`src/design/arp_pkg.sv`:
```
`timescale 1ns / 1ps

package arp_pkg;

  localparam int ENTRIES = 16;
  localparam int IDX_W   = (ENTRIES > 1) ? $clog2(ENTRIES) : 1;
  localparam int IP_W    = 32;
  localparam int MAC_W   = 48;
  localparam int SLOT_W  = 4;

  localparam int QDEPTH  = 2;
  localparam int QPTR_W  = $clog2(QDEPTH);
  localparam int QCNT_W  = $clog2(QDEPTH + 1);

  localparam logic OP_LEARN  = 1'b0;
  localparam logic OP_LOOKUP = 1'b1;

  typedef struct packed {
    logic             op;
    logic [IP_W-1:0]  ip;
    logic [MAC_W-1:0] mac;
  } item_t;

  typedef struct packed {
    logic empty;
    logic full;
  } q_status_t;

  function automatic logic [SLOT_W-1:0] slot_of(input logic [IDX_W-1:0] idx);
    logic [IDX_W+SLOT_W-1:0] ext;
    ext = {{SLOT_W{1'b0}}, idx};
    return ext[SLOT_W-1:0];
  endfunction

endpackage

```
`src/design/arp_queue.sv`:
```
`timescale 1ns / 1ps

module arp_queue
  import arp_pkg::*;
(
  input  logic      clk,
  input  logic      rst_n,
  input  logic      push,
  input  item_t     push_item,
  input  logic      pop,
  output item_t     pop_item,
  output q_status_t status
);

  item_t             slots_r [QDEPTH];
  logic [QPTR_W-1:0] wr_ptr_r, wr_ptr_nxt;
  logic [QPTR_W-1:0] rd_ptr_r, rd_ptr_nxt;
  logic [QCNT_W-1:0] cnt_r, cnt_nxt;
  logic              do_push;
  logic              do_pop;

  assign status.empty = (cnt_r == '0);
  assign status.full  = (cnt_r == QCNT_W'(QDEPTH));
  assign do_push      = push && !status.full;
  assign do_pop       = pop && !status.empty;
  assign pop_item     = slots_r[rd_ptr_r];

  always_comb begin
    wr_ptr_nxt = wr_ptr_r;
    rd_ptr_nxt = rd_ptr_r;
    cnt_nxt    = cnt_r;
    if (do_push) begin
      wr_ptr_nxt = (wr_ptr_r == QPTR_W'(QDEPTH - 1)) ? '0 : wr_ptr_r + 1'b1;
    end
    if (do_pop) begin
      rd_ptr_nxt = (rd_ptr_r == QPTR_W'(QDEPTH - 1)) ? '0 : rd_ptr_r + 1'b1;
    end
    if (do_push && !do_pop) begin
      cnt_nxt = cnt_r + 1'b1;
    end else if (do_pop && !do_push) begin
      cnt_nxt = cnt_r - 1'b1;
    end
  end

  always_ff @(posedge clk) begin
    if (!rst_n) begin
      wr_ptr_r <= '0;
      rd_ptr_r <= '0;
      cnt_r    <= '0;
    end else begin
      wr_ptr_r <= wr_ptr_nxt;
      rd_ptr_r <= rd_ptr_nxt;
      cnt_r    <= cnt_nxt;
    end
  end

  always_ff @(posedge clk) begin
    if (do_push) begin
      slots_r[wr_ptr_r] <= push_item;
    end
  end

endmodule

```
`src/design/arp_front.sv`:
```
`timescale 1ns / 1ps

module arp_front
  import arp_pkg::*;
(
  input  logic             clk,
  input  logic             rst_n,
  input  logic             start,
  output logic             busy,
  input  logic             in_kind,
  input  logic [IP_W-1:0]  in_ip_addr,
  input  logic [MAC_W-1:0] in_mac_addr,
  input  q_status_t        q_status,
  output logic             q_push,
  output item_t            q_item
);

  logic  hold_vld_r, hold_vld_nxt;
  item_t hold_r;
  logic  accept;

  assign busy   = hold_vld_r && q_status.full;
  assign accept = start && !busy;
  assign q_push = hold_vld_r && !q_status.full;
  assign q_item = hold_r;

  always_comb begin
    hold_vld_nxt = hold_vld_r;
    if (accept) begin
      hold_vld_nxt = 1'b1;
    end else if (q_push) begin
      hold_vld_nxt = 1'b0;
    end
  end

  always_ff @(posedge clk) begin
    if (!rst_n) begin
      hold_vld_r <= 1'b0;
    end else begin
      hold_vld_r <= hold_vld_nxt;
    end
  end

  always_ff @(posedge clk) begin
    if (accept) begin
      hold_r.op  <= in_kind ? OP_LOOKUP : OP_LEARN;
      hold_r.ip  <= in_ip_addr;
      hold_r.mac <= in_mac_addr;
    end
  end

endmodule

```
`src/design/arp_back.sv`:
```
`timescale 1ns / 1ps

module arp_back
  import arp_pkg::*;
(
  input  logic              clk,
  input  logic              rst_n,
  input  q_status_t         q_status,
  input  item_t             q_item,
  output logic              q_pop,
  output logic              out_valid,
  output logic              out_found,
  output logic [MAC_W-1:0]  out_mac_result,
  output logic [SLOT_W-1:0] out_slot,
  output logic              out_evicted
);

  localparam logic [2:0] S_IDLE  = 3'd0;
  localparam logic [2:0] S_SCAN  = 3'd1;
  localparam logic [2:0] S_DRAIN = 3'd2;
  localparam logic [2:0] S_EXEC  = 3'd3;
  localparam logic [2:0] S_MAC   = 3'd4;

  logic [2:0]         state_r, state_nxt;
  item_t              item_r;
  logic [IDX_W-1:0]   idx_r, idx_nxt;
  logic               chk_vld_r, chk_vld_nxt;
  logic [IDX_W-1:0]   chk_idx_r, chk_idx_nxt;
  logic [ENTRIES-1:0] valid_r, valid_nxt;
  logic               hit_r, hit_nxt;
  logic [IDX_W-1:0]   hit_idx_r, hit_idx_nxt;
  logic               free_r, free_nxt;
  logic [IDX_W-1:0]   free_idx_r, free_idx_nxt;
  logic [IP_W-1:0]    ip_rd_r;
  logic [MAC_W-1:0]   mac_rd_r;
  logic               out_valid_r, out_valid_nxt;
  logic               out_found_r, out_found_nxt;
  logic [MAC_W-1:0]   out_mac_r, out_mac_nxt;
  logic [SLOT_W-1:0]  out_slot_r, out_slot_nxt;
  logic               out_evicted_r, out_evicted_nxt;
  logic               cur_match;
  logic               cur_free;
  logic [IDX_W-1:0]   wr_idx;
  logic               ip_we;
  logic               mac_we;

  logic [IP_W-1:0]    ip_mem  [ENTRIES];
  logic [MAC_W-1:0]   mac_mem [ENTRIES];

  assign out_valid      = out_valid_r;
  assign out_found      = out_found_r;
  assign out_mac_result = out_mac_r;
  assign out_slot       = out_slot_r;
  assign out_evicted    = out_evicted_r;

  assign cur_match = chk_vld_r && valid_r[chk_idx_r] && (ip_rd_r == item_r.ip);
  assign cur_free  = chk_vld_r && !valid_r[chk_idx_r];
  assign wr_idx    = hit_r ? hit_idx_r : (free_r ? free_idx_r : '0);
  assign q_pop     = (state_r == S_IDLE) && !q_status.empty;
  assign mac_we    = (state_r == S_EXEC) && (item_r.op == OP_LEARN);
  assign ip_we     = mac_we && !hit_r;

  always_comb begin
    state_nxt       = state_r;
    idx_nxt         = idx_r;
    chk_vld_nxt     = (state_r == S_SCAN);
    chk_idx_nxt     = idx_r;
    valid_nxt       = valid_r;
    hit_nxt         = hit_r;
    hit_idx_nxt     = hit_idx_r;
    free_nxt        = free_r;
    free_idx_nxt    = free_idx_r;
    out_valid_nxt   = 1'b0;
    out_found_nxt   = 1'b0;
    out_mac_nxt     = '0;
    out_slot_nxt    = '0;
    out_evicted_nxt = 1'b0;

    if (cur_match && !hit_r) begin
      hit_nxt     = 1'b1;
      hit_idx_nxt = chk_idx_r;
    end
    if (cur_free && !free_r) begin
      free_nxt     = 1'b1;
      free_idx_nxt = chk_idx_r;
    end

    unique case (state_r)
      S_IDLE: begin
        if (!q_status.empty) begin
          idx_nxt   = '0;
          hit_nxt   = 1'b0;
          free_nxt  = 1'b0;
          state_nxt = S_SCAN;
        end
      end
      S_SCAN: begin
        if (idx_r == IDX_W'(ENTRIES - 1)) begin
          state_nxt = S_DRAIN;
        end else begin
          idx_nxt = idx_r + 1'b1;
        end
      end
      S_DRAIN: begin
        state_nxt = S_EXEC;
      end
      S_EXEC: begin
        if (item_r.op == OP_LEARN) begin
          out_valid_nxt   = 1'b1;
          out_found_nxt   = hit_r;
          out_mac_nxt     = item_r.mac;
          out_slot_nxt    = slot_of(wr_idx);
          out_evicted_nxt = !hit_r && !free_r;
          valid_nxt[wr_idx] = 1'b1;
          state_nxt       = S_IDLE;
        end else if (hit_r) begin
          state_nxt = S_MAC;
        end else begin
          out_valid_nxt = 1'b1;
          state_nxt     = S_IDLE;
        end
      end
      S_MAC: begin
        out_valid_nxt = 1'b1;
        out_found_nxt = 1'b1;
        out_mac_nxt   = mac_rd_r;
        out_slot_nxt  = slot_of(hit_idx_r);
        state_nxt     = S_IDLE;
      end
      default: begin
        state_nxt = S_IDLE;
      end
    endcase
  end

  always_ff @(posedge clk) begin
    if (!rst_n) begin
      state_r     <= S_IDLE;
      idx_r       <= '0;
      chk_vld_r   <= 1'b0;
      valid_r     <= '0;
      hit_r       <= 1'b0;
      free_r      <= 1'b0;
      out_valid_r <= 1'b0;
    end else begin
      state_r     <= state_nxt;
      idx_r       <= idx_nxt;
      chk_vld_r   <= chk_vld_nxt;
      valid_r     <= valid_nxt;
      hit_r       <= hit_nxt;
      free_r      <= free_nxt;
      out_valid_r <= out_valid_nxt;
    end
  end

  always_ff @(posedge clk) begin
    chk_idx_r  <= chk_idx_nxt;
    hit_idx_r  <= hit_idx_nxt;
    free_idx_r <= free_idx_nxt;
    if (q_pop) begin
      item_r <= q_item;
    end
    if (out_valid_nxt) begin
      out_found_r   <= out_found_nxt;
      out_mac_r     <= out_mac_nxt;
      out_slot_r    <= out_slot_nxt;
      out_evicted_r <= out_evicted_nxt;
    end
  end

  always_ff @(posedge clk) begin
    if (ip_we) begin
      ip_mem[wr_idx] <= item_r.ip;
    end
    ip_rd_r <= ip_mem[idx_r];
  end

  always_ff @(posedge clk) begin
    if (mac_we) begin
      mac_mem[wr_idx] <= item_r.mac;
    end
    mac_rd_r <= mac_mem[hit_idx_r];
  end

endmodule

```
`src/design/arp_cache_table_top.sv`:
```
`timescale 1ns / 1ps
// An accepted start passes through the input holding register and the queue; the back end then
// scans every slot, drains the last address read and executes, and a lookup hit adds a MAC read.
// The back end works on one item at a time and pops the next only from idle; the slot scan
// reads one address entry per cycle from the address store.
// A two-entry queue and an input holding register let start be taken while a scan runs.
// Synchronous active-low reset clears all valid marks; results cannot be stalled.

module arp_cache_table_top
  import arp_pkg::*;
(
  input  logic              clk,
  input  logic              rst_n,
  input  logic              start,
  output logic              busy,
  input  logic              in_kind,
  input  logic [IP_W-1:0]   in_ip_addr,
  input  logic [MAC_W-1:0]  in_mac_addr,
  output logic              out_valid,
  output logic              out_found,
  output logic [MAC_W-1:0]  out_mac_result,
  output logic [SLOT_W-1:0] out_slot,
  output logic              out_evicted
);

  q_status_t q_status;
  logic      q_push;
  item_t     q_push_item;
  logic      q_pop;
  item_t     q_pop_item;

  arp_front u_front (
    .clk         (clk),
    .rst_n       (rst_n),
    .start       (start),
    .busy        (busy),
    .in_kind     (in_kind),
    .in_ip_addr  (in_ip_addr),
    .in_mac_addr (in_mac_addr),
    .q_status    (q_status),
    .q_push      (q_push),
    .q_item      (q_push_item)
  );

  arp_queue u_queue (
    .clk       (clk),
    .rst_n     (rst_n),
    .push      (q_push),
    .push_item (q_push_item),
    .pop       (q_pop),
    .pop_item  (q_pop_item),
    .status    (q_status)
  );

  arp_back u_back (
    .clk            (clk),
    .rst_n          (rst_n),
    .q_status       (q_status),
    .q_item         (q_pop_item),
    .q_pop          (q_pop),
    .out_valid      (out_valid),
    .out_found      (out_found),
    .out_mac_result (out_mac_result),
    .out_slot       (out_slot),
    .out_evicted    (out_evicted)
  );

endmodule
```
`config.mk`:
```
export PLATFORM = sky130hd
export DESIGN_NAME = arp_cache_table_top
export DESIGN_NICKNAME = d
export VERILOG_FILES = /design/src/design/arp_pkg.sv /design/src/design/arp_queue.sv /design/src/design/arp_front.sv /design/src/design/arp_back.sv /design/src/design/arp_cache_table_top.sv
export SDC_FILE = /design/constraint.sdc
export NUM_CORES = 1
export LEC_CHECK = 0
export ABC_CLOCK_PERIOD_IN_PS = 8800
export BUFFER_PORTS_ARGS = -buffer_cell sky130_fd_sc_hd__buf_2
export CORE_UTILIZATION = 55
export CTS_BUF_LIST = sky130_fd_sc_hd__clkbuf_2 sky130_fd_sc_hd__clkbuf_4 sky130_fd_sc_hd__clkbuf_8
export DETAILED_ROUTE_END_ITERATION = 12
export PLACE_DENSITY = 0.71
export SLEW_MARGIN = 20
export SYNTH_ARGS = -nofsm -noshare
export SYNTH_HDL_FRONTEND = slang
export SYNTH_SLANG_ARGS = --single-unit
export TNS_END_PERCENT = 10
```
`constraint.sdc`:
```
create_clock -name clk -period 8.8 [get_ports clk]
set_input_delay 0.44 -clock clk [delete_from_list [all_inputs] [get_ports clk]]
set_output_delay 0.44 -clock clk [all_outputs]
set_load 0.03 [all_outputs]
```
==> flow_results.xml <==
<?xml version="1.0" encoding="UTF-8"?>
<metrics>
  <group name="outcome">
    <metric name="outcome" unit="">completed</metric>
  </group>
  <group name="synth">
    <metric name="netlist.top_cell.by_area" unit="">sky130_fd_sc_hd__edfxtp_1</metric>
    <metric name="post_synth_inst_count" unit="">2624</metric>
    <metric name="share_of_synthesized_area_occupied_by_flip_flops_and_latches" unit="%">81.0</metric>
    <metric name="compound_gate_fraction_of_synth_area" unit="%">1.08</metric>
    <metric name="synth_enable_flop_cells" unit="">1666</metric>
    <metric name="syn_avg_cell_area" unit="µm²">24.6</metric>
    <metric name="asyncSetResetFlopFracSynth" unit="%">0</metric>
    <metric name="synthesis.area" unit="mm²">0.0646</metric>
    <metric name="synth_top_family_by_area" unit="">multiplexers</metric>
    <metric name="postSynthRegisterBits" unit="">1782</metric>
    <metric name="synth_adder_area_share" unit="%">0.0387</metric>
    <metric name="synth_simple_gate_area_share" unit="%">0.770</metric>
    <metric name="post_synth_main_area_contributors" unit="">sky130_fd_sc_hd__edfxtp_1 77%, sky130_fd_sc_hd__mux4_2 14%, sky130_fd_sc_hd__dfxtp_1 3.6%</metric>
    <metric name="synth.area.mux_share" unit="%">15.5</metric>
    <metric name="yosys_most_used_dff" unit="">sky130_fd_sc_hd__edfxtp_1</metric>
    <metric name="unique_masters_post_synth" unit="">43</metric>
    <metric name="synth_xor_area_share" unit="%">0.528</metric>
    <metric name="post-synth-top-area-fraction" unit="%">77.4</metric>
    <metric name="yosysWarningCount" unit="">0</metric>
    <metric name="synth_nets" unit="">2710</metric>
  </group>
  <group name="finish">
    <metric name="fillers" unit="">7485</metric>
    <metric name="post-route-cell-area" unit="mm²">0.0737</metric>
    <metric name="ff_latch_area" unit="mm²">0.0524</metric>
    <metric name="post_route_cells_drive_above_1_share" unit="%">35.8</metric>
    <metric name="multiInputGateArea" unit="mm²">0.0118</metric>
    <metric name="final_core_utilization" unit="%">63.4</metric>
    <metric name="mostFrequentLayoutCell" unit="">sky130_fd_sc_hd__edfxtp_1</metric>
    <metric name="finish.net_count" unit="">3160</metric>
    <metric name="mostFrequentLayoutCells" unit="">1,666 x sky130_fd_sc_hd__edfxtp_1, 404 x sky130_fd_sc_hd__mux4_2, 318 x sky130_fd_sc_hd__clkbuf_8, 139 x sky130_fd_sc_hd__buf_2, 110 x sky130_fd_sc_hd__dfxtp_1</metric>
    <metric name="instances_no_fill" unit="">4814</metric>
    <metric name="layout-area-overhead-vs-synth" unit="%">14.1</metric>
  </group>
  <group name="critical_path">
    <metric name="cp_cell_sequence" unit="">nand3b_1 &gt; nor2_4 &gt; buf_4 &gt; nand3_1 &gt; nor2_4 &gt; buf_4</metric>
    <metric name="critPathRequiredTime" unit="ns">9.35</metric>
    <metric name="worst-r2r-setup-slack" unit="ns">5.02</metric>
    <metric name="path_depth" unit="">6</metric>
    <metric name="start_kind" unit="">flop</metric>
    <metric name="critPathMaxFanout" unit="">51</metric>
    <metric name="reg2reg_from" unit="">u_back.state_r[0]</metric>
    <metric name="crit-reg2reg-capture" unit="">u_back.mac_mem[14][12]</metric>
    <metric name="crit_start" unit="">u_back.state_r[0]</metric>
    <metric name="critPathBufInv" unit="">2</metric>
    <metric name="arrival" unit="ns">4.34</metric>
    <metric name="timing.critical_path.max_delay_family" unit="">buffers and inverters</metric>
    <metric name="last_element_of_the_critical_path" unit="">u_back.mac_mem[14][12]</metric>
    <metric name="r2r.worst_path.cells" unit="">6</metric>
    <metric name="class_of_the_most_critical_setup_path" unit="">reg -&gt; reg</metric>
    <metric name="critPathMaxStageDelay" unit="ns">0.85</metric>
    <metric name="cpMaxStageDelayCell" unit="">sky130_fd_sc_hd__buf_4</metric>
    <metric name="element_type_at_the_critical_path_end" unit="">flop</metric>
  </group>
  <group name="grt">
    <metric name="grt_max_degree" unit="">194</metric>
    <metric name="grtUsageMet1" unit="%">30.6</metric>
    <metric name="grt_first_pass_wirelength" unit="µm">193000</metric>
    <metric name="gr-usage-met2" unit="%">37.5</metric>
    <metric name="grt_use_met3" unit="%">4.27</metric>
    <metric name="global_route.overflow_total" unit="">0</metric>
    <metric name="globalRoute.busiestLayer" unit="">met2</metric>
    <metric name="antenna_found_initial" unit="">4</metric>
    <metric name="global_route_usage_sum" unit="%">22.6</metric>
    <metric name="first_global_vias" unit="">30600</metric>
  </group>
  <group name="placed_design">
    <metric name="place_worst_setup_slack" unit="ns">5.04</metric>
    <metric name="placement.cell_area" unit="mm²">0.0673</metric>
    <metric name="placement.io_buffers" unit="">139</metric>
    <metric name="finalWeightedCongestion" unit="">0.761</metric>
    <metric name="post-dp-hpwl" unit="µm">65000</metric>
    <metric name="dp.cells" unit="">4218</metric>
  </group>
  <group name="clock_network">
    <metric name="cts_sinks" unit="">1782</metric>
    <metric name="cts_made_buffers" unit="">293</metric>
    <metric name="insertion_delay" unit="ns">0.96</metric>
    <metric name="clockRootBuffer" unit="">sky130_fd_sc_hd__clkbuf_8</metric>
    <metric name="clk_path_buf_depth" unit="">4</metric>
    <metric name="cts_h_tree_lvls" unit="">5</metric>
    <metric name="cts_setup_buffers" unit="">0</metric>
    <metric name="post_cts_resized" unit="">0</metric>
    <metric name="clkTransAtPathRegs" unit="ns">0.07</metric>
    <metric name="holdBufCountCts" unit="">84</metric>
    <metric name="cts_tree" unit="">built</metric>
  </group>
  <group name="route">
    <metric name="post-route-drc-count" unit="">0</metric>
    <metric name="detailroute.via_count" unit="">28700</metric>
    <metric name="route.detailed.vias_per_inst" unit="">5.96</metric>
    <metric name="drt-wirelength-per-cell" unit="µm">27.5</metric>
    <metric name="drtIter0Drc" unit="">3073</metric>
    <metric name="ant_nets" unit="">0</metric>
    <metric name="drtPass1Iterations" unit="">6</metric>
    <metric name="detail_route.wirelength" unit="µm">132000</metric>
  </group>
  <group name="pwr">
    <metric name="power.clock.fraction" unit="%">35.2</metric>
    <metric name="p_int" unit="mW">14.9</metric>
    <metric name="power.switching_fraction" unit="%">23.6</metric>
    <metric name="share_comb_of_total_power" unit="%">6.8</metric>
    <metric name="ir_worst_vdd" unit="µV">247</metric>
    <metric name="power_switching" unit="mW">4.59</metric>
    <metric name="power_density" unit="mW/mm²">264</metric>
    <metric name="p_total" unit="mW">19.5</metric>
    <metric name="total_leakage_power" unit="nW">23.5</metric>
    <metric name="pwr-share-seq" unit="%">57.9</metric>
  </group>
  <group name="timing">
    <metric name="timing.slew.headroom" unit="%">23.3</metric>
    <metric name="finalSetupViolCount" unit="">0</metric>
    <metric name="max_freq" unit="MHz">265</metric>
    <metric name="timing.final.max_slew_violations" unit="">0</metric>
    <metric name="tightest_slew" unit="ns">1.15</metric>
    <metric name="unrepaired_setup_endpoints_after_global_routing" unit="">no</metric>
    <metric name="timing_hold_violations_final" unit="">0</metric>
    <metric name="tns" unit="ns">0</metric>
    <metric name="layout_setup_ws" unit="ns">5.02</metric>
    <metric name="worst_hold_margin" unit="ns">0.194</metric>
    <metric name="final.min_clock_period" unit="ns">3.78</metric>
    <metric name="min_period_over_period" unit="%">43.0</metric>
    <metric name="worst_case_clock_skew" unit="ns">0.0602</metric>
  </group>
  <group name="floorplanning">
    <metric name="die_h" unit="µm">345</metric>
    <metric name="core-area" unit="mm²">0.116</metric>
    <metric name="fp.dieArea" unit="mm²">0.119</metric>
    <metric name="width_of_the_chip" unit="µm">345</metric>
    <metric name="rows" unit="">125</metric>
    <metric name="number_of_top_level_design_ports" unit="">140</metric>
    <metric name="initial_core_util" unit="%">55.6</metric>
  </group>
  <group name="hold_path">
    <metric name="min-delay-path-class" unit="">in -&gt; reg</metric>
  </group>
  <group name="job">
    <metric name="maximum_capacitance_violations" unit="">0</metric>
  </group>
</metrics>
worst reg2reg max path, cell delays in order, from the launching register on:
cell and delay, ns:
sky130_fd_sc_hd__dfxtp_1 0.44, sky130_fd_sc_hd__nand3b_1 0.22, sky130_fd_sc_hd__nor2_4 0.12, sky130_fd_sc_hd__buf_4 0.72
sky130_fd_sc_hd__nand3_1 0.76, sky130_fd_sc_hd__nor2_4 0.25, sky130_fd_sc_hd__buf_4 0.85
cells in the mapped netlist, drive strengths merged (6+ instances only):
library cell / number
a22o: 50
nand4: 9
mux4: 404
nor2: 27
nor3: 21
o21a: 19
inv: 6
dfxtp: 116
mux2: 81
buf: 60
nand2: 11
clkbuf: 63
edfxtp: 1666
and2: 7
xnor2: 35
power groups by stage:
stage	Combinational (mW)	Clock [mW]	Sequential, mW
after floorplan	1.00	0	11.1
after global placement	1.30	0	11.3
final	1.34	6.87	11.3
after detailed placement	1.33	0	11.5
after global routing	1.43	7.38	11.4
after CTS	1.37	7.01	11.3
sequential cells by signal (all words and copies together) (netlist names), 2 cells and up:
signal / count
u_back.item_r: 81
u_queue.slots_r: 162
u_back.valid_r: 16
u_back.free_idx_r: 4
u_queue.cnt_r: 2
u_back.out_slot: 4
u_back.mac_rd_r: 48
u_back.hit_idx_r: 4
u_back.out_mac_result: 48
u_back.mac_mem: 768
u_back.chk_idx_r: 4
u_back.chk_idx_nxt: 4
u_front.q_item: 81
u_back.ip_mem: 512
u_back.state_r: 3
u_back.ip_rd_r: 32
per-layer routing:
metal | vias to the layer above | share of wire (%)
li1 | 12100 | -
met5 | - | 0.0053
met1 | 15200 | 40
met4 | 2 | 2.2
met3 | 215 | 6.7
met2 | 1141 | 51
final cells by class:
cell class                      instances  area share, %
Clock buffer                          421           6.98
Multi-Input combinational cell        713           16.0
Timing Repair Buffer                  278           2.71
Antenna cell                            2        0.00679
Inverter                                6         0.0339
Tap cell                             1524           2.59
Sequential cell                      1782           71.0
Clock inverter                         88          0.623
how the worst min path moves through the flow:
stage          slack (ns)                   from                endpoint  depth (start not counted)
6_report             0.19         in_ip_addr[24]      u_front.q_item[72]                          2
3_5_place_dp         0.43     u_front.q_item[16]  u_queue.slots_r[0][16]                          0
2_1_floorplan        0.33  u_back.chk_idx_nxt[2]     u_back.chk_idx_r[2]                          0
3_3_place_gp         0.42     u_front.q_item[54]  u_queue.slots_r[1][54]                          0
5_1_grt              0.16        in_mac_addr[30]      u_front.q_item[30]                          2
4_1_cts              0.08        in_mac_addr[28]      u_front.q_item[28]                          2
logic make-up (layout without fill, tap and decap cells):
group	Yosys count	in the layout
AOI/OAI and AO/OA	86	86
xor gates and xnor gates	39	39
adders and majority gates	2	2
buffers and inverters	129	793
DFF	1782	1782
muxes	488	488
other	0	2
and+or+nand+nor	98	98
No activity file was read; power rests on OpenSTA's default activity.
